### config.mk
export PLATFORM = sky130hd
export DESIGN_NAME = cvp_ram
export DESIGN_NICKNAME = d
export VERILOG_FILES = /design/src/rtl/core/cvp_ram.sv
export SDC_FILE = /design/constraint.sdc
export NUM_CORES = 1
export LEC_CHECK = 0
export BUFFER_PORTS_ARGS = -buffer_cell sky130_fd_sc_hd__buf_2
export CAP_MARGIN = 20
export CORE_MARGIN = 8
export CORE_UTILIZATION = 60
export CTS_BUF_LIST = sky130_fd_sc_hd__clkbuf_4
export DETAILED_ROUTE_END_ITERATION = 10
export PLACE_DENSITY = 0.8
export SETUP_SLACK_MARGIN = 0.3
export SYNTH_ARGS = -nofsm -noshare
export SYNTH_HDL_FRONTEND = slang
export SYNTH_SLANG_ARGS = --single-unit
### constraint.sdc
create_clock -name clk_i -period 8.8 [get_ports clk_i]
set_input_delay 0.88 -clock clk_i [delete_from_list [all_inputs] [get_ports clk_i]]
set_output_delay 0.88 -clock clk_i [all_outputs]
set_load 0.05 [all_outputs]
### src/rtl/core/cvp_ram.sv
// generic single write port ram with registered read
module cvp_ram #(
  parameter int WIDTH = 32,
  parameter int DEPTH = 16
) (
  input  logic                                 clk_i,
  input  logic                                 we_i,
  input  logic [((DEPTH > 1) ? $clog2(DEPTH) : 1)-1:0] waddr_i,
  input  logic [WIDTH-1:0]                     wdata_i,
  input  logic [((DEPTH > 1) ? $clog2(DEPTH) : 1)-1:0] raddr_i,
  output logic [WIDTH-1:0]                     rdata_o
);

  logic [WIDTH-1:0] mem_q [DEPTH];
  logic [WIDTH-1:0] rdata_q;

  always_ff @(posedge clk_i) begin
    if (we_i) begin
      mem_q[waddr_i] <= wdata_i;
    end
    rdata_q <= mem_q[raddr_i];
  end

  assign rdata_o = rdata_q;

endmodule

# After elaboration in Yosys (flattened, before gate mapping)
# Memories as Yosys holds them, arrays and structs flattened. A register that Yosys moved wholly into a read port is not among the register bits.
# Cells that the tools add are included.
# op_classes
n_mux	2
n_reduce_logical	0
n_eq_ne	0
n_div	0
n_lt_le_gt_ge	0
add_sub_neg	0
n_bitwise	0
shifts	0
multipliers	0
# op_table
op	n
$mux W1	2
# totals
output_inout_bits	32
rom_bits	0
register_bits	0
latchBits	0
memories	1
ram_bits	512
input_bits	42
# memory_table
name	depth	word_bits	read_ports	rd_clocked_by_memory_dff	wr	line	rtl
mem_q	16	32	1	1	1	14	logic [WIDTH-1:0] mem_q [DEPTH];

# Depth between registers and ports, before layout
# Gate-level depths: netlist (run 1).
# depth
depth_word	2
ltp_mapped	5

# Worst setup path after synthesis (run 1)
# No wires, ideal clock.
# synth_timing
kind	input port to flip-flop
start	input waddr_i[2] in the netlist's numbering
end	memory mem_q[0][0] (enable)
path_buffers	0
setup_slack_ps	4740
arrival_ps	3598
stages	2
cell_sequence	or3b_2 nor3_1
# synth_rtl
item	line	rtl
start: declaration	8	input logic [((DEPTH > 1) ? $clog2(DEPTH) : 1)-1:0] waddr_i,
end: declaration	14	
# No word-level cell before the write port.

==> results.py, run 1 <==
metrics = {
    "power": {
        "finalPower_mw": 5.379,
        "power_leakage_nw": 7.507,
        "power_density_nw_per_um2": 237.2,
        "peakVddDrop_mv": 0.1128,
    },
    "yosys": {
        "ys_types": 18,
        "synth_cells": 838,
        "syn_nets": 880,
        "synth-seq-cells": 544,
        "postSynthAreaPerCell_um2": 23.69,
        "ys_warn_count": 0,
        "synth_seq_area_share_pct": 80.67,
        "syn_area_um2": 19850,
    },
    "sta": {
        "setup_viol": 0,
        "fmax_mhz": 371.6,
        "worst_slew_margin_rel_pct": 28.55,
        "hold_viol": 0,
        "clock_skew_ns": 0.03521,
        "worst_pin_slew_ns": 1.072,
        "rsz0062_at_grt": "no",
        "finalCriticalPeriod_ns": 2.691,
        "tns_ns": 0,
        "slew_violations": 0,
        "hold_ws_ns": 0.4785,
        "fin_crit_sh_pct": 30.58,
    },
    "die": {
        "fp.dieH_um": 197.9,
        "die-area_um2": 39170,
        "ioPinCount": 74,
        "num_rows": 66,
        "die_x_um": 197.9,
        "start_util_pct": 61.02,
        "fp.coreArea_um2": 32540,
    },
    "clock_network": {
        "clkSlewWorstSetupHoldPaths_ns": 0.07,
        "cts_buffers": 132,
        "cts_hold_buf": 0,
        "htree_levels": 4,
        "cts_buffer_depth": 3,
        "root_buffer": "clkbuf_4",
        "cts_setup_buffers": 0,
        "clock-sinks": 544,
        "cts_tree": "built",
        "cts_resized": 0,
        "insertion_delay_ns": 0.78,
    },
    "critical_path": {
        "r2r_cells": 3,
        "critPathBufInv": 2,
        "critical_path_class": "primary input to register",
        "worstPathMaxFanout": 71,
        "crit_top_cell": "buf_4",
        "worst_setup_path_end_kind": "register",
        "slowest_stage": "buf_4",
        "cp_slowest_stage_delay_ns": 0.83,
        "crit_family": "buffers and inverters",
        "critPathArrivalTime_ns": 3.31,
        "crit_cells": 5,
        "required_ns": 9.42,
        "crit_chain": "buf_4 -> buf_4 -> mux4_2 -> a22oi_1 -> nand2_1",
        "cp-start-kind": "primary input",
    },
    "drt": {
        "top_layer_used": "met5",
        "postRouteWirelength_um": 41250,
        "wl_per_cell_um": 26.29,
        "drt-pass1-iter-count": 6,
        "via_per_inst": 6.043,
        "via_count": 9482,
        "drc": 0,
        "antenna_left": 0,
        "wl_met3_um": 3189,
        "drt-met1-wl_um": 15100,
        "met2_length_um": 22050,
        "drt-initial-drc-count": 889,
    },
    "worst_hold_path": {
        "whs_path_depth": 1,
        "holdCritPathClass": "primary input to register",
    },
    "finish": {
        "area_growth_pct": 14.24,
        "nets": 1066,
        "fill_cells": 1965,
        "final_common_cell": "edfxtp_1",
        "final-seq-area_um2": 16020,
        "design_area_um2": 22680,
        "drive_gt1_share_pct": 40.80,
        "fin_cells": 1569,
        "final_cell_mix": "edfxtp_1, clkbuf_4, mux4_2, buf_2, a22oi_1",
        "multiInputGateArea_um2": 3750,
    },
    "global_routing": {
        "grt_pass1_vias": 10079,
        "track_usage_pct": 21.52,
        "grt_first_pass_wirelength_um": 60890,
        "antenna_found_initial": 3,
        "grt_max_degree": 72,
        "globalRouteOverflowTotal": 0,
    },
    "placement": {
        "io_buffers": 73,
        "dp_cells": 1332,
        "gp_congestion": 0.7087,
        "post-dp-hpwl_um": 19720,
        "postPlaceCellArea_um2": 20860,
    },
    "run": {
        "maxCapViolations": 0,
    },
    "outcome": {
        "status": "finished clean",
    },
}
==> metal layers <==
metal / up-vias / track usage (%)
met5: - / 0
met4: 2 / 8.960
met3: 73 / 5.110
met2: 469 / 37.13
met1: 4906 / 25.92
li1: 4032 / -
==> area by class of cell <==
type	instances	share of cell area, %
multi-input combinational	251	16.53
sequential	544	70.61
clock inverter	34	1.357
timing repair buffer	95	2.389
clock buffer	201	6.653
antenna	2	0.02207
tap	442	2.438
==> cell usage after synthesis <==
master / instances / area share, %
nand2_1: 33 / 0.62
mux4_2: 128 / 15
or3b_2: 1 / 0.044
buf_4: 11 / 0.42
clkbuf_1: 17 / 0.32
nand2b_1: 2 / 0.063
nand3_1: 1 / 0.025
and2_1: 1 / 0.032
nor2_1: 13 / 0.25
nor3_1: 4 / 0.10
buf_1: 9 / 0.17
buf_6: 2 / 0.11
a22oi_1: 64 / 2.4
dfxtp_1: 32 / 3.2
edfxtp_1: 512 / 77
buf_2: 4 / 0.10
nor2b_1: 2 / 0.063
nand3b_1: 2 / 0.076
==> report_power, final <==
group	leakage (nW)	switching (mW)	internal [mW]
clock	1.07	0.940	1.22
sequential	4.89	0.0196	2.90
combinational	1.55	0.201	0.102
total	7.51	1.16	4.22
==> state kept, by name, indices dropped and copies added, names as in the netlist <==
register	flops
mem_q	512
rdata_o	32
==> worst paths after layout <==
kind	slack (ns)	endpoint	from
max reg2reg	7.40	rdata_o[17]	mem_q[11][17]
min	0.48	mem_q[4][4]	wdata_i[4]
min reg2reg	0.65	rdata_o[10]	mem_q[14][10]
max	6.11	rdata_o[30]	raddr_i[1]
==> worst reg2reg max path, cell delays in order (launching register included) <==
cell	delay, ns
edfxtp_1	0.41
mux4_2	0.51
a22oi_1	0.23
nand2_1	0.12
==> per-stage QoR <==
step,utilization [%],setup WS (ns)
after detailed placement,64.11,5.300
after global routing,69.70,5.977
after global placement,64.11,5.417
after CTS,69.70,6.096
after floorplan,-,4.740
final,69.71,6.109
==> cells by family after synthesis <==
logic type             after synthesis  synth area share (%)
and+or+nand+nor                     59                 1.273
muxes                              128                 14.52
DFF                                544                 80.67
AOI/OAI and AO/OA                   64                 2.420
buffers and inverters               43                 1.122
Note: power is estimated with default switching activity, not from simulation.
==> run 2: changes to the inputs <==
--- a/config.mk
+++ b/config.mk
@@ -8,7 +8,7 @@
 export BUFFER_PORTS_ARGS = -buffer_cell sky130_fd_sc_hd__buf_2
 export CAP_MARGIN = 20
 export CORE_MARGIN = 8
-export CORE_UTILIZATION = 60
+export CORE_UTILIZATION = 58
 export CTS_BUF_LIST = sky130_fd_sc_hd__clkbuf_4
 export DETAILED_ROUTE_END_ITERATION = 10
 export PLACE_DENSITY = 0.8
==> constraint.sdc (replaced) <==
create_clock -name clk_i -period 2.3 [get_ports clk_i]
set_input_delay 0.23 -clock clk_i [delete_from_list [all_inputs] [get_ports clk_i]]
set_output_delay 0.23 -clock clk_i [all_outputs]
set_load 0.05 [all_outputs]
==> results.py, run 2 (synthesis results as in run 1) <==
metrics = {
    "clock_network": {
        "htree_levels": 4,
        "cts_buffers": 131,
        "root_buffer": "clkbuf_4",
        "cts_buffer_depth": 3,
        "clock-sinks": 544,
        "clkSlewWorstSetupHoldPaths_ns": 0.07,
        "cts_tree": "built",
        "insertion_delay_ns": 0.78,
    },
    "drt": {
        "top_layer_used": "met4",
        "antenna_left": 0,
        "drc": 0,
        "drt-initial-drc-count": 776,
        "via_count": 9656,
        "wl_met3_um": 2850,
        "drt-pass1-iter-count": 5,
        "wl_per_cell_um": 24.77,
        "drt-met1-wl_um": 15620,
        "met2_length_um": 20790,
        "via_per_inst": 5.942,
        "postRouteWirelength_um": 40260,
    },
    "critical_path": {
        "critPathArrivalTime_ns": 2.55,
        "cp-start-kind": "primary input",
        "critical_path_class": "primary input to register",
        "r2r_cells": 4,
        "worstPathMaxFanout": 18,
        "required_ns": 2.96,
        "worst_setup_path_end_kind": "register",
    },
    "finish": {
        "area_growth_pct": 17.85,
        "final_common_cell": "edfxtp_1",
        "top_register": "mem_q",
        "utilization_pct": 69.60,
        "final_cell_mix": "edfxtp_1, clkbuf_4, mux4_2, buf_2, a22oi_1",
        "nets": 1117,
        "fill_cells": 1991,
        "drive_gt1_share_pct": 40.39,
        "largest_reg_flops": 512,
    },
    "placement": {
        "io_buffers": 73,
        "post-dp-hpwl_um": 22380,
        "gp_congestion": 0.7387,
    },
    "sta": {
        "rsz0062_at_grt": "no",
        "hold_viol": 0,
        "finalCriticalPeriod_ns": 1.895,
        "worst_slew_margin_rel_pct": 57.58,
        "slew_violations": 0,
        "setup_viol": 0,
        "clock_skew_ns": 0.04149,
        "fin_crit_sh_pct": 82.39,
        "tns_ns": 0,
        "worst_pin_slew_ns": 0.6363,
        "fmax_mhz": 527.7,
    },
    "global_routing": {
        "antenna_found_initial": 1,
        "grt_pass1_vias": 10433,
        "grt_max_degree": 62,
        "grt_first_pass_wirelength_um": 61600,
        "track_usage_pct": 20.32,
        "globalRouteOverflowTotal": 0,
    },
    "die": {
        "start_util_pct": 59.06,
        "ioPinCount": 74,
        "fp.coreArea_um2": 33620,
        "num_rows": 67,
        "fp.dieH_um": 201.0,
        "die_x_um": 201.0,
        "die-area_um2": 40410,
    },
    "power": {
        "peakVddDrop_mv": 0.5337,
        "power_density_nw_per_um2": 869.6,
        "power_leakage_nw": 7.804,
    },
    "worst_hold_path": {
        "whs_path_depth": 3,
        "holdCritPathClass": "primary input to register",
    },
    "outcome": {
        "status": "finished clean",
    },
    "run": {
        "maxCapViolations": 0,
    },
}
## run 2: cell count changes in the layout (fill, tap and decap cells not counted), moves of 2 or more
cell	previous run	this run
dlygate4sd3_1	0	37
bufinv_16	6	3
buf_12	0	20
clkbuf_4	201	204
buf_4	23	16
nor3_4	0	4
clkinv_1	20	18
inv_2	3	6
nor3_2	4	0
clkinv_4	3	0
## run 2: final cells by class
cell class	count	area, um^2	area share, %
diodes	1	2.502	0.01070
well taps	448	560.5	2.396
multi-input cells	251	3775	16.13
flip-flops and latches	544	16020	68.45
clock inverters	30	200.2	0.8556
clock buffers	204	1531	6.545
repair buffers	147	1313	5.610
## run 2: stage by stage
step	total power [mW]	worst slack, ns	cells	hold slack [ns]	instance area [um^2]
after floorplan	12.11	0.04219	838	0.3289	19890
after global routing	21.12	0.3719	1625	0.1304	23400
final	20.35	0.4050	1625	0.1627	23400
after CTS	20.56	0.3583	1623	0.09568	23360
after global placement	12.54	0.5034	1352	0.5955	21260
after detailed placement	12.59	0.4871	1352	0.6074	21260
## run 2: per-layer routing
metal  up-vias  global-route usage [%]
met2       426                   33.43
met3        78                   4.728
met4         0                   8.226
met5         -                       0
li1       4142                       -
met1      5010                   26.07
## run 2: critical path: stages
cell,delay (ns)
dlygate4sd3_1,0.54
clkbuf_8,0.23
buf_16,0.21
mux4_2,0.51
a22oi_1,0.19
dlygate4sd3_1,0.57
nand2_1,0.04
## run 2: what timing repair did
| item | CTS | global route |
|---|---|---|
| hold buffers | 37 | 0 |
| buffers inserted | 0 | 0 |
| hold endpoints to repair | 517 | 0 |
| endpoints found under the setup margin | 0 | 1 |
| gates resized for setup | 0 | 1 |
## run 2: path summary, 6_finish.rpt
path	endpoint	startpoint	slack, ns
setup / recovery	rdata_o[1]	raddr_i[0]	0.41
hold / removal	mem_q[2][14]	waddr_i[3]	0.16
setup reg to reg	rdata_o[1]	mem_q[10][1]	0.57
hold reg to reg	rdata_o[23]	mem_q[12][23]	0.66
## run 2: power breakdown
part	switching, mW	total [mW]	internal [mW]
Combinational	0.793	1.27	0.474
Clock	3.57	7.93	4.37
Sequential	0.0695	11.1	11.1
Total	4.43	20.3	15.9
