==> src/rtl/core/cvp_pkg.sv <==
// shared types, constants and saturating add for the chebyshev to power converter
package cvp_pkg;

  localparam int CFG_W   = 5;
  localparam int COEF_W  = 32;
  localparam int BASIS_W = 30;
  localparam int PROD_W  = COEF_W + BASIS_W;
  localparam int POWER_W = 64;

  localparam logic [CFG_W-1:0] TERM_COUNT_RESET = 5'd16;

  typedef enum logic [4:0] {
    S_INIT = 5'b00001,
    S_LOAD = 5'b00010,
    S_RD   = 5'b00100,
    S_MUL  = 5'b01000,
    S_ACC  = 5'b10000
  } state_e;

  // add one product to the accumulator, clamp to the signed 64-bit range
  function automatic logic signed [POWER_W-1:0] sat_add(
    input logic signed [POWER_W-1:0] a,
    input logic signed [PROD_W-1:0]  b
  );
    logic signed [POWER_W:0] s;
    logic signed [POWER_W-1:0] r;
    s = {a[POWER_W-1], a} + {{(POWER_W+1-PROD_W){b[PROD_W-1]}}, b};
    if (s[POWER_W] != s[POWER_W-1]) begin
      r = s[POWER_W] ? {1'b1, {(POWER_W-1){1'b0}}} : {1'b0, {(POWER_W-1){1'b1}}};
    end else begin
      r = s[POWER_W-1:0];
    end
    return r;
  endfunction

endpackage

==> src/rtl/core/cvp_basis_gen.sv <==
// builds the chebyshev basis matrix column by column with two shift lines
module cvp_basis_gen #(
  parameter int MAX_TERMS = 16
) (
  input  logic                                 clk_i,
  input  logic                                 rst_ni,
  input  logic                                 run_i,
  output logic                                 we_o,
  output logic [((MAX_TERMS*MAX_TERMS > 1) ? $clog2(MAX_TERMS*MAX_TERMS) : 1)-1:0] addr_o,
  output logic signed [cvp_pkg::BASIS_W-1:0]   data_o,
  output logic                                 done_o
);

  localparam int DEPTH = MAX_TERMS * MAX_TERMS;
  localparam int BAW   = (DEPTH > 1) ? $clog2(DEPTH) : 1;
  localparam int JW    = (MAX_TERMS > 1) ? $clog2(MAX_TERMS) : 1;
  localparam logic [BAW-1:0] LAST_ADDR = BAW'(DEPTH - 1);
  localparam logic [JW-1:0]  LAST_J    = JW'(MAX_TERMS - 1);

  logic [BAW-1:0] addr_q, addr_d;
  logic [JW-1:0]  j_q, j_d;
  logic [JW-1:0]  i_q, i_d;
  logic signed [cvp_pkg::BASIS_W-1:0] line1_q [MAX_TERMS];
  logic signed [cvp_pkg::BASIS_W-1:0] line2_q [MAX_TERMS];
  logic signed [cvp_pkg::BASIS_W-1:0] last1_q;
  logic signed [cvp_pkg::BASIS_W:0]   twice;
  logic signed [cvp_pkg::BASIS_W:0]   diff;
  logic signed [cvp_pkg::BASIS_W-1:0] val;

  // line1 holds column i-1, line2 column i-2, heads at index 0
  always_comb begin
    twice = (j_q == '0) ? '0 : {last1_q, 1'b0};
    diff  = twice - {line2_q[0][cvp_pkg::BASIS_W-1], line2_q[0]};
    if (i_q == '0) begin
      val = (j_q == '0) ? cvp_pkg::BASIS_W'(1) : '0;
    end else if (i_q == JW'(1)) begin
      val = (j_q == JW'(1)) ? cvp_pkg::BASIS_W'(1) : '0;
    end else begin
      val = diff[cvp_pkg::BASIS_W-1:0];
    end
  end

  always_comb begin
    addr_d = addr_q;
    j_d    = j_q;
    i_d    = i_q;
    if (run_i) begin
      addr_d = addr_q + BAW'(1);
      if (j_q == LAST_J) begin
        j_d = '0;
        i_d = i_q + JW'(1);
      end else begin
        j_d = j_q + JW'(1);
      end
    end
  end

  always_ff @(posedge clk_i or negedge rst_ni) begin
    if (!rst_ni) begin
      addr_q <= '0;
      j_q    <= '0;
      i_q    <= '0;
    end else begin
      addr_q <= addr_d;
      j_q    <= j_d;
      i_q    <= i_d;
    end
  end

  always_ff @(posedge clk_i) begin
    if (run_i) begin
      for (int m = 0; m < MAX_TERMS - 1; m++) begin
        line1_q[m] <= line1_q[m+1];
        line2_q[m] <= line2_q[m+1];
      end
      line1_q[MAX_TERMS-1] <= val;
      line2_q[MAX_TERMS-1] <= line1_q[0];
      last1_q              <= line1_q[0];
    end
  end

  assign we_o   = run_i;
  assign addr_o = addr_q;
  assign data_o = val;
  assign done_o = run_i && (addr_q == LAST_ADDR);

endmodule

==> config.mk <==
export PLATFORM = sky130hd
export DESIGN_NAME = cvp_basis_gen
export DESIGN_NICKNAME = d
export VERILOG_FILES = /design/src/rtl/core/cvp_pkg.sv /design/src/rtl/core/cvp_basis_gen.sv
export SDC_FILE = /design/constraint.sdc
export NUM_CORES = 1
export LEC_CHECK = 0
export BUFFER_PORTS_ARGS = -buffer_cell sky130_fd_sc_hd__buf_2
export CAP_MARGIN = 20
export CORE_ASPECT_RATIO = 0.75
export CORE_MARGIN = 1
export CORE_UTILIZATION = 45
export DETAILED_ROUTE_END_ITERATION = 8
export GPL_TIMING_DRIVEN = 1
export PLACE_DENSITY = 0.73
export SYNTH_ARGS = -nofsm -noshare
export SYNTH_HDL_FRONTEND = slang
export SYNTH_SLANG_ARGS = --single-unit
==> constraint.sdc <==
create_clock -name clk_i -period 3.3 [get_ports clk_i]
set_input_delay 0.495 -clock clk_i [delete_from_list [all_inputs] [get_ports clk_i]]
set_output_delay 0.495 -clock clk_i [all_outputs]
set_load 0.005 [all_outputs]
After elaboration in Yosys (flattened, before gate mapping) --
Memories as Yosys holds them, arrays and structs flattened. Cells that the tools add are included.
Storage, ports and cells: bits in registers 45, RAM bits 960, input bits 3, memories kept 2
Memories:
- line1_q | depth 16, bits a word 30, rd ports 16, clocked after Yosys merged registers in 0, write ports 16, line cvp_basis_gen.sv:23 | logic signed [cvp_pkg::BASIS_W-1:0] line1_q [MAX_TERMS];
- line2_q | depth 16, bits a word 30, rd ports 16, clocked after Yosys merged registers in 0, write ports 16, line cvp_basis_gen.sv:24 | logic signed [cvp_pkg::BASIS_W-1:0] line2_q [MAX_TERMS];
Operators by class: $add $sub $neg 4, equality and inequality tests 4, mux-type cells 8, reduce and logical (&&, ||, !) cells 4
Operator list (count):
- 30-bit two-way mux | 3
- 30-bit subtractor | 1
- 4-bit by 1-bit adder with 4-bit output (second input constant) | 2
- 8-bit by 1-bit adder with 8-bit output (second input constant) | 1
- 4-bit by 1-bit equality test with 1-bit output (second input constant) | 2
- 8-bit equality test (second input constant) | 1
- 4-bit zero test | 2
- 4-bit equality test (second input constant) | 1
- 1-bit two-way mux | 4
- 4-bit two-way mux | 1
- 2-bit AND reduction | 1
- 1-bit logical AND | 1

Depth between registers and ports, before layout --
Gate-level depths: netlist (run 1).
depth after elaboration 5, gate-level depth with buffers 14, mapped depth without buffers 11

Least setup slack after synthesis (run 1) --
No wires, ideal clock.
kind register to output, start register j_q[0], end output data_o[19] (netlist bit), arrival time 2.949 ns, setup slack -0.144 ns, stages on the path, launching flop included 13, path buffers 2, cells stage by stage dfrtp_1 -> inv_1 -> ha_1 -> and2_1 -> clkbuf_1 -> clkbuf_1 -> nor2b_1 -> ha_1 -> a21o_2 -> a221o_1 -> or2_4 -> a31oi_1 -> mux2i_1
On the way: word-level cells in the longest chain between the ends 5
RTL lines:
- from (decl) | line cvp_basis_gen.sv:21 | logic [JW-1:0] j_q, j_d;
- from (signal assigned) | line cvp_basis_gen.sv:65 | j_q <= j_d;
- 4-bit zero test | line cvp_basis_gen.sv:32 | twice = (j_q == '0) ? '0 : {last1_q, 1'b0};
- 30-bit two-way mux | line cvp_basis_gen.sv:32
- 30-bit subtractor | line cvp_basis_gen.sv:33 | diff = twice - {line2_q[0][cvp_pkg::BASIS_W-1], line2_q[0]};
- 30-bit two-way mux | line cvp_basis_gen.sv:36 | end else if (i_q == JW'(1)) begin
- 30-bit two-way mux | line cvp_basis_gen.sv:34 | if (i_q == '0) begin
- to (decl) | line cvp_basis_gen.sv:10 | output logic signed [cvp_pkg::BASIS_W-1:0] data_o,
No other way between the ends.

Worst setup path after layout (run 1) --
start register j_q[1], end output data_o[7] (netlist bit)
Same word-level chain as after synthesis.

==> flow_metrics.tcl, run 1 <==
set metrics [dict create \
    status "complete, but fails checks" \
    violations "negative setup slack" \
    multi_input_area_mm2 0.00320 \
    netlist_area_mm2 0.0318 \
    place_ws_ns -0.544 \
    drv_slew 0 \
    grt_pass1_vias 13000 \
    seq_area_mm2 0.0292 \
    finalSetupViolCount 28 \
    ys_ff_latch 976 \
    route.detailed.drc 0 \
    detailed_place_hpwl_um 25400 \
    holdCritPathClass "in -> reg" \
    period_share 1.31 \
    port_buffers 42 \
    avgSynthCellArea_um2 23.1 \
    routedWlPerCell_um 18.9 \
    die_height_um 232 \
    synthTopCellsByArea "edfxtp_1 (91%), ha_1 (1.6%), dfrtp_1 (1.3%)" \
    mappedNetlistNets 1423 \
    vias 13300 \
    worstPathCellList "inv_2 -> ha_4 -> and2_4 -> buf_12 -> buf_4 -> nor2b_4 -> ha_4 -> a21o_1 -> a21oi_4 -> buf_4 -> a21boi_0 -> o21ai_1 -> a21boi_1 -> nor3_2 -> buf_4 -> buf_2" \
    synthTopCellsByCount "edfxtp_1 (960), nand2_1 (43), ha_1 (41), inv_1 (37), a21oi_1 (31)" \
    fin_worst_skew_ns 0.0614 \
    first_pass_iters 5 \
    critical_path.most_common_cell "buf_4" \
    synth_edf_count 960 \
    ys_warn_count 0 \
    antenna_found_initial 0 \
    layout_min_cycle_time_ns 4.32 \
    nFillCells 5063 \
    cts_made_buffers 87 \
    crit_arrival_ns 3.83 \
    cp_slowest_cell "dfrtp_1" \
    placed_cell_area_mm2 0.0340 \
    overflow 0 \
    synth_most_common_cell "edfxtp_1" \
    synthArstFlopShare 0.0164 \
    cts_tree "built" \
    grt_pass1_wl_um 74000 \
    die-width_um 309 \
    vias_per_cell 5.02 \
    drt_wl_total_um 50000 \
    first_iter_violations 1246 \
    power.leakage_nw 13.3 \
    final_core_util 0.543 \
    setup_tns_ns -20.19 \
    layout.nets 1673 \
    hold_viol 0 \
    synth_top_area_frac 0.906 \
    crit_buf_inv 6 \
    io_pins 43 \
    synthCells 1378 \
    areaGrowthSynthToFinish_pct 19.5 \
    seq_area_frac_synth 0.919 \
    cts.clk_slew.worst_paths_ns 0.06 \
    cts.path.max_buffers 3 \
    yosysTopAreaCell "edfxtp_1" \
    coreArea_mm2 0.0700 \
    clkLatencyLatePin_ns 0.64 \
    crit_family "compound AO/OA/AOI/OAI gates" \
    grt_max_degree 156 \
    irDropWorstVdd_mv 0.730 \
    crit_type "reg -> out" \
    row_count 84 \
    fp.dieArea_mm2 0.0718 \
    start_util 0.454 \
    ys.flop_type "edfxtp_1" \
    fmax_ghz 0.231 \
    crit_required_ns 2.80 \
    crit_path_max_fanout 7 \
    place.gp.congestion 0.870 \
    cts-root-buf "clkbuf_16" \
    cp-end-kind "output port" \
    htree_levels 3 \
    maxCapViolations 0 \
    start_kind "flop" \
    max-slew-margin-rel 0.420 \
    worstMarginPinSlew_ns 0.870 \
    ant_nets 0 \
    slowest_delay_ns 0.40 \
    p_per_area_mw_per_mm2 773 \
    stdcell_area_mm2 0.0380 \
    grt_setup_unrepaired "true" \
    synth_cell_types 51 \
    layout-drive-gt1-share 0.249 \
    cts_sinks 976 \
    grt_usage 0.136 \
    fin_ws_ns -1.02 \
]
==> metal layers <==
metal | up-vias | part of all wire | global-route usage
met5 | - | 0 | 0
met4 | 0 | 0.033 | 0.0490
met3 | 154 | 0.064 | 0.0318
met2 | 506 | 0.44 | 0.192
met1 | 6694 | 0.46 | 0.205
li1 | 5917 | - | -
==> final timing paths <==
path	startpoint	endpoint	slack, ns	cells past startpoint
worst min register to register	line2_q[1][46]	line2_q[1][16]	0.37	0
worst min-delay path	run_i	line1_q[1][115]	0.28	1
worst max register to register	j_q[1]	line1_q[1][217]	-0.05	16
worst max-delay path	j_q[1]	data_o[7]	-1.02	16
min in group asynchronous	rst_ni	i_q[3]	0.32	2
max in group asynchronous	rst_ni	j_q[3]	2.70	2
==> power breakdown <==
| part | total (mW) | leakage, nW | switching [mW] | internal [mW] |
|---|---|---|---|---|
| registers | 15.3 | 9.60 | 0.384 | 14.9 |
| clock network | 9.72 | 1.34 | 4.34 | 5.38 |
| logic | 4.36 | 2.34 | 2.41 | 1.95 |
==> layout make-up <==
class | instances | share of cell area
sequential | 976 | 0.769
multi-input combinational | 351 | 0.0843
clock buffer | 111 | 0.0605
timing repair buffer | 175 | 0.0387
tap | 946 | 0.0312
clock inverter | 46 | 0.0124
inverter | 37 | 0.00366
antenna | 1 | 0.0000659
==> logic make-up after synthesis <==
family | Yosys count | synth area share
AO/OA/AOI/OAI | 111 | 0.0225
XOR/XNOR | 24 | 0.00661
adder cells (fa/ha/maj) | 42 | 0.0168
buffers and inverters | 51 | 0.00625
flip-flops | 976 | 0.919
multiplexers | 7 | 0.00224
AND/OR/NAND/NOR | 167 | 0.0266
==> registers in the layout (all words and copies together), names as in the netlist <==
register,flops
line1_q,480
line2_q,452
i_q,4
addr_o,8
last1_q,28
j_q,4
==> metrics by stage <==
step                instances  total power [mW]  hold WS [ns]
global placement         2450              18.5         0.400
CTS                      2633              29.2         0.248
finish                   2643              29.4         0.276
floorplan                1378              16.6         0.199
detailed placement       2450              18.6         0.405
global route             2642              30.4         0.260
==> timing repair <==
action / in CTS / in global routing
resized for setup: 138 / 73
buffers inserted: 25 / 16
cloned: 1 / 0
hold buffers: 1 / 0
endpoints found under the setup margin: 32 / 31
endpoints found under the hold margin: 16 / 0
pin swaps: 47 / 59
==> cells in the final DEF (no fill, tap or decap), types with 7 or more instances in the layout <==
| master | Yosys | layout |
|---|---|---|
| a21o_1 | 13 | 13 |
| a21oi_1 | 31 | 11 |
| a21oi_2 | 1 | 12 |
| a21oi_4 | 0 | 9 |
| buf_12 | 0 | 9 |
| buf_2 | 0 | 27 |
| buf_4 | 2 | 111 |
| buf_6 | 0 | 25 |
| clkbuf_1 | 12 | 21 |
| clkbuf_16 | 0 | 87 |
| clkinv_1 | 0 | 19 |
| clkinv_2 | 0 | 11 |
| dfrtp_1 | 16 | 16 |
| edfxtp_1 | 960 | 960 |
| ha_1 | 41 | 27 |
| ha_4 | 0 | 11 |
| inv_1 | 37 | 35 |
| nand2_1 | 43 | 36 |
| nand2_2 | 0 | 7 |
| nand2b_1 | 8 | 8 |
| nand3_1 | 9 | 8 |
| nand4_1 | 13 | 13 |
| nor2_1 | 29 | 18 |
| nor2_2 | 0 | 7 |
| nor2b_1 | 30 | 18 |
| nor2b_4 | 0 | 10 |
| nor3_2 | 1 | 11 |
| o21ai_0 | 23 | 7 |
| o21ai_2 | 0 | 12 |
| xnor2_1 | 18 | 14 |
Note: power is estimated with default switching activity, not from simulation.
==> run 2: changes to the inputs <==
Settings changed: ABC_AREA from default to 1.
==> run 2 against run 1 <==
  * The flow still finishes with violations (negative setup slack)
  * Via count rose by 5.6%
  * Clock power rose by 8%
  * Final area rose by 3.1%
  * Critical path depth rose by 3
  * Sequential share of layout area fell by 2.3 points
  * Flip-flop and latch count did not move
  * Sequential power barely moved
==> flow_metrics.tcl, run 2 <==
set metrics [dict create \
    status "complete, but fails checks" \
    violations "negative setup slack" \
    fp.dieArea_mm2 0.0729 \
    worstMarginPinSlew_ns 0.925 \
    nFillCells 5045 \
    ys.flop_type "edfxtp_1" \
    synthTopCellsByArea "edfxtp_1 (89%), nand2_1 (2.3%), inv_1 (1.9%)" \
    holdCritPathClass "in -> async" \
    layout-drive-gt1-share 0.292 \
    grt_pass1_wl_um 79400 \
    r2r-end "line1_q[1][220]" \
    first_iter_violations 1254 \
    cts-root-buf "clkbuf_16" \
    start_util 0.458 \
    start_kind "flop" \
    reg2reg_depth 16 \
    vias 14000 \
    grt_max_degree 168 \
    ys_ff_latch 976 \
    cp-startpoint "j_q[1]" \
    post-place-cells 2636 \
    synth_edf_count 960 \
    detailed_place_hpwl_um 26600 \
    max-slew-margin-rel 0.384 \
    clkLatencyLatePin_ns 0.64 \
    crit_required_ns 2.80 \
    ys_warn_count 0 \
    synth_cell_types 33 \
    layout_common_cells "edfxtp_1 (960), inv_1 (137), nand2_1 (111), clkbuf_16 (90), buf_4 (76)" \
    reg2reg_slack_ns 0.37 \
    die_height_um 234 \
    final_cells 2863 \
    largest_reg_flops 480 \
    cts_tree "built" \
    finalSetupViolCount 27 \
    maxCapViolations 0 \
    largestRegisters "line1_q: 480 flops, line2_q: 452 flops, last1_q: 28 flops" \
    synth_most_common_cell "edfxtp_1" \
    num_antenna_cells 0 \
    mappedNetlistNets 1657 \
    placed_cell_area_mm2 0.0342 \
    htree_levels 3 \
    worstReg2RegStart "j_q[0]" \
    power.leakage_nw 14.3 \
    period_share 1.15 \
    seq_area_frac_synth 0.904 \
    drt_wl_total_um 52200 \
    hold_viol 0 \
    synth_top_area_frac 0.892 \
    die-width_um 311 \
    p_per_area_mw_per_mm2 753 \
    yosysTopAreaCell "edfxtp_1" \
    place_ws_ns -0.242 \
    ant_nets 0 \
    row_count 84 \
    avgSynthCellArea_um2 20.0 \
    layout_min_cycle_time_ns 3.81 \
    io_pins 43 \
    coreArea_mm2 0.0705 \
    areaGrowthSynthToFinish_pct 21.3 \
    layout.nets 1888 \
    final_common_cell "edfxtp_1" \
    synthTopCellsByCount "edfxtp_1 (960), nand2_1 (202), inv_1 (160), nor2_1 (84), ha_1 (41)" \
    synthArstFlopShare 0.0164 \
    routedWlPerCell_um 18.2 \
    crit_arrival_ns 3.31 \
    vias_per_cell 4.90 \
    route.detailed.drc 0 \
    regMostFlops "line1_q" \
    cp-end-kind "output port" \
    cts.path.max_buffers 3 \
    grt_usage 0.143 \
    power.total_mw 29.5 \
    cts.clk_slew.worst_paths_ns 0.06 \
    grt_pass1_vias 14100 \
    fmax_ghz 0.263 \
    place.gp.congestion 0.847 \
    grt_setup_unrepaired "true" \
    fin_worst_skew_ns 0.0246 \
    cts_made_buffers 88 \
    overflow 0 \
    holdWs_ns 0.310 \
    fin_ws_ns -0.506 \
    stdcell_area_mm2 0.0392 \
    drv_slew 0 \
    port_buffers 42 \
    crit_type "reg -> out" \
    irDropWorstVdd_mv 0.562 \
    antenna_found_initial 1 \
    crit_path_max_fanout 7 \
    first_pass_iters 5 \
    cts_sinks 976 \
    netlist_area_mm2 0.0323 \
    synthCells 1612 \
]
run 2: cell types whose count changed in the layout (fill, tap and decap cells not counted), sizes merged, moves of 9 or more:
cell,before,now
nand2,43,207
inv,41,168
nor2,29,90
nor2b,30,0
buf,174,147
nand3,9,35
nor3,20,3
xnor2,18,3
a21o,14,1
o21ai,26,16
clkinvlp,2,11
run 2: cell type report:
type	instances	area [um^2]	area share
Clock inverter	61	721	0.0184
Timing Repair Buffer	148	1340	0.0341
Inverter	162	623	0.0159
Tap cell	946	1180	0.0302
Multi-Input combinational cell	467	3790	0.0968
Clock buffer	103	2300	0.0587
Sequential cell	976	29200	0.746
run 2: how the worst max path moves through the flow:
stage	endpoint	slack, ns	cells past startpoint
2_1_floorplan	data_o[21]	0.60	18
3_3_place_gp	data_o[27]	-0.30	17
3_5_place_dp	data_o[27]	-0.24	17
4_1_cts	data_o[21]	-0.40	20
5_1_grt	data_o[23]	-0.64	18
6_report	data_o[28]	-0.51	19
run 2: what timing repair did:
action	CTS	global route
pin swaps	116	49
buffers inserted	50	17
cloned	2	0
hold buffers	1	0
endpoints found under the hold margin	16	0
setup endpoints to repair	27	28
resized for setup	288	82
run 2: through the flow:
stage | setup TNS (ns) | util
2_1_floorplan | 0 | -
3_3_place_gp | -0.610 | 0.484
3_5_place_dp | -0.430 | 0.484
4_1_cts | -8.45 | 0.550
5_1_grt | -13.88 | 0.556
6_report | -10.38 | 0.556
run 2: cells by family after synthesis:
kind of cell,Yosys count,share of synthesized area
AND/OR/NAND/NOR,348,0.0447
flip-flops,976,0.904
XOR/XNOR,13,0.00352
adder cells (fa/ha/maj),42,0.0165
buffers and inverters,169,0.0199
AO/OA/AOI/OAI,64,0.0110
run 2: metal layers:
metal  global-route usage  up-vias  share of wire
met2                0.213      438           0.44
met4               0.0607        0          0.038
met3               0.0272      158          0.047
met1                0.207     7045           0.47
met5                    0        -              0
li1                     -     6374              -
run 2: worst max-delay path, cell delays in order, from the launching register on:
cell and delay [ns]:
dfrtp_1 0.40, inv_2 0.10, ha_4 0.15, nand2_4 0.07, inv_8 0.09, buf_12 0.10
buf_12 0.13, nor2_4 0.06, ha_4 0.30, nand2_4 0.09, buf_4 0.16, nor2_4 0.13
nand3_2 0.11, nand3_2 0.11, buf_6 0.14, nand2_4 0.06, nand3_1 0.09, nand2_2 0.06
nor2_4 0.16, buf_2 0.14
run 2: report_power, final:
group	leakage, nW	switching (mW)	total, mW	internal (mW)
Combinational	3.22	2.35	3.96	1.61
Sequential	9.58	0.335	15.0	14.7
Clock	1.46	4.40	10.5	6.09
==> run 3: changes to the inputs <==
Settings changed: BUFFER_PORTS_ARGS -buffer_cell sky130_fd_sc_hd__buf_2 to -buffer_cell sky130_fd_sc_hd__clkbuf_2, PLACE_DENSITY 0.73 to 0.71.
Clock period 3.3 ns to 4.5 ns, I/O delays scaled along.
==> run 3 against run 2 <==
  * The run now ends clean
  * Clock power fell by 32%
  * Critical path depth down 7
  * Highest routed layer unchanged
  * Clock skew grew 0.016 ns
  * Core utilization fell by 3.4 points
  * Die area unchanged
  * Setup slack gained 0.73 ns
  * Count of clock-buffer cells in the layout fell by 1
==> flow_metrics.tcl, run 3 (synthesis gave the netlist of run 2 again) <==
set metrics [dict create \
    status "finished clean" \
    start_util 0.458 \
    pwr-share-comb 0.083 \
    grt_pass1_wl_um 70800 \
    crit_required_ns 3.83 \
    critical_path.most_common_cell "nand3_1" \
    p_sw_frac 0.230 \
    place.gp.congestion 0.816 \
    detailed_place_hpwl_um 26000 \
    cp_slowest_cell "a21oi_1" \
    coreArea_mm2 0.0705 \
    drv_slew 0 \
    min_path_cells 0 \
    grt_pass1_vias 12500 \
    route.detailed.drc 0 \
    fin_worst_skew_ns 0.0407 \
    routedWlPerCell_um 16.4 \
    grt_usage 0.127 \
    post-place-cells 2605 \
    start_kind "flop" \
    holdCritPathClass "reg -> reg" \
    layout_common_cells "edfxtp_1 (960), nand2_1 (202), inv_1 (160), clkbuf_16 (85), nor2_1 (72)" \
    first_pass_iters 5 \
    row_count 84 \
    clkLatencyLatePin_ns 0.64 \
    maxCapViolations 0 \
    slowest_delay_ns 0.55 \
    grt_setup_unrepaired "true" \
    power.leakage_nw 13.4 \
    crit_type "reg -> out" \
    fp.dieArea_mm2 0.0729 \
    setup_tns_ns 0 \
    final_cells 2764 \
    regMostFlops "line1_q" \
    seq_power_share 0.556 \
    max-slew-margin-rel 0.190 \
    areaGrowthSynthToFinish_pct 13.8 \
    switchingPower_mw 4.56 \
    layout.nets 1792 \
    io_pins 43 \
    stdcell_area_mm2 0.0368 \
    irDropWorstVdd_mv 0.383 \
    placed_cell_area_mm2 0.0339 \
    num_antenna_cells 0 \
    layout-drive-gt1-share 0.120 \
    worstPathCellList "inv_1 -> ha_1 -> nand2_1 -> inv_6 -> nor2_1 -> fa_1 -> nand3_1 -> nand3_1 -> nand3_1 -> nand3_1 -> a21oi_1 -> clkbuf_2" \
    cts-root-buf "clkbuf_16" \
    clockPowerShare 0.361 \
    first_iter_violations 1199 \
    drt_wl_total_um 45300 \
    largestRegisters "line1_q: 480 flops, line2_q: 452 flops, last1_q: 28 flops" \
    period_share 0.951 \
    crit_family "simple AND/OR/NAND/NOR gates" \
    cp-end-kind "output port" \
    p_per_area_mw_per_mm2 539 \
    crit_arrival_ns 3.61 \
    die_height_um 234 \
    finalSetupViolCount 0 \
    cts_tree "built" \
    cts_sinks 976 \
    die-width_um 311 \
    antenna_found_initial 1 \
    nFillCells 5438 \
    htree_levels 3 \
    cts_made_buffers 85 \
    vias 13000 \
    overflow 0 \
    vias_per_cell 4.69 \
    fmax_ghz 0.234 \
    worst-path-stages 12 \
    cts.path.max_buffers 3 \
    layout_min_cycle_time_ns 4.28 \
    grt_max_degree 216 \
    largest_reg_flops 480 \
    p_int_mw 15.3 \
    crit_buf_inv 3 \
    final_common_cell "edfxtp_1" \
    cts.clk_slew.worst_paths_ns 0.07 \
    hold_viol 0 \
    worstMarginPinSlew_ns 1.21 \
    crit_path_max_fanout 28 \
    reg2reg_depth 11 \
    ant_nets 0 \
    port_buffers 42 \
]
[run 3: cell count changes in the layout (fill, tap and decap cells not counted), sizes merged]
| cell | previous run | this run |
|---|---|---|
| inv | 168 | 164 |
| bufinv | 13 | 7 |
| clkbuf | 103 | 143 |
| clkinv | 31 | 42 |
| clkinvlp | 11 | 5 |
| buf | 147 | 13 |
[run 3: timing repair]
item,CTS,global route
setup buffers,0,0
hold buffers,1,0
gates resized for setup,5,16
setup endpoints to repair,17,18
hold endpoints to repair,16,0
pin swaps,0,0
[run 3: area by class of cell]
| type | instances | area, um^2 | area share |
|---|---|---|---|
| Sequential cell | 976 | 29200 | 0.795 |
| Multi-Input combinational cell | 467 | 2520 | 0.0686 |
| Clock buffer | 102 | 2230 | 0.0607 |
| Tap cell | 946 | 1180 | 0.0322 |
| Inverter | 162 | 613 | 0.0167 |
| Clock inverter | 56 | 602 | 0.0164 |
| Timing Repair Buffer | 55 | 383 | 0.0104 |
[run 3: power groups by stage]
stage	sequential, mW	combinational (mW)	clock [mW]
finish	11.0	1.64	7.16
global route	11.1	1.85	7.75
CTS	11.0	1.63	7.40
detailed placement	11.2	1.61	0
global placement	11.2	1.58	0
floorplan	11.1	0.834	0
[run 3: worst reg2reg max path, stage by stage (launching register included)]
cell and delay [ns]:
dfrtp_1 0.42, inv_1 0.12, ha_1 0.16, nand2_1 0.13, inv_6 0.23, nor2_1 0.12, fa_1 0.47, nand3_1 0.11
nand3_1 0.15, nand3_1 0.11, nand3_1 0.19, a21oi_1 0.55
[run 3: stage by stage]
step	total power, mW	util	hold WS (ns)	setup WS [ns]
finish	19.8	0.521	0.411	0.220
global route	20.7	0.521	0.417	-0.0652
CTS	20.1	0.521	0.414	0.00909
detailed placement	12.8	0.480	0.405	0.497
global placement	12.8	0.480	0.400	0.513
floorplan	12.0	-	0.379	1.62
[run 3: routing by layer]
metal,GRT usage,up-vias,share of wire
met5,0,-,0
met4,0.0394,0,0.019
met3,0.0338,72,0.055
met2,0.171,257,0.41
met1,0.201,6454,0.52
li1,-,6169,-
[run 3: final timing paths]
path	slack (ns)	to	start
worst max-delay path	0.22	data_o[12]	j_q[1]
worst min-delay path	0.41	line2_q[1][24]	line2_q[1][54]
worst max register to register	1.45	line1_q[1][222]	j_q[1]
worst min register to register	0.41	line2_q[1][24]	line2_q[1][54]
max in group asynchronous	3.67	j_q[0]	rst_ni
min in group asynchronous	0.50	addr_o[7]	rst_ni
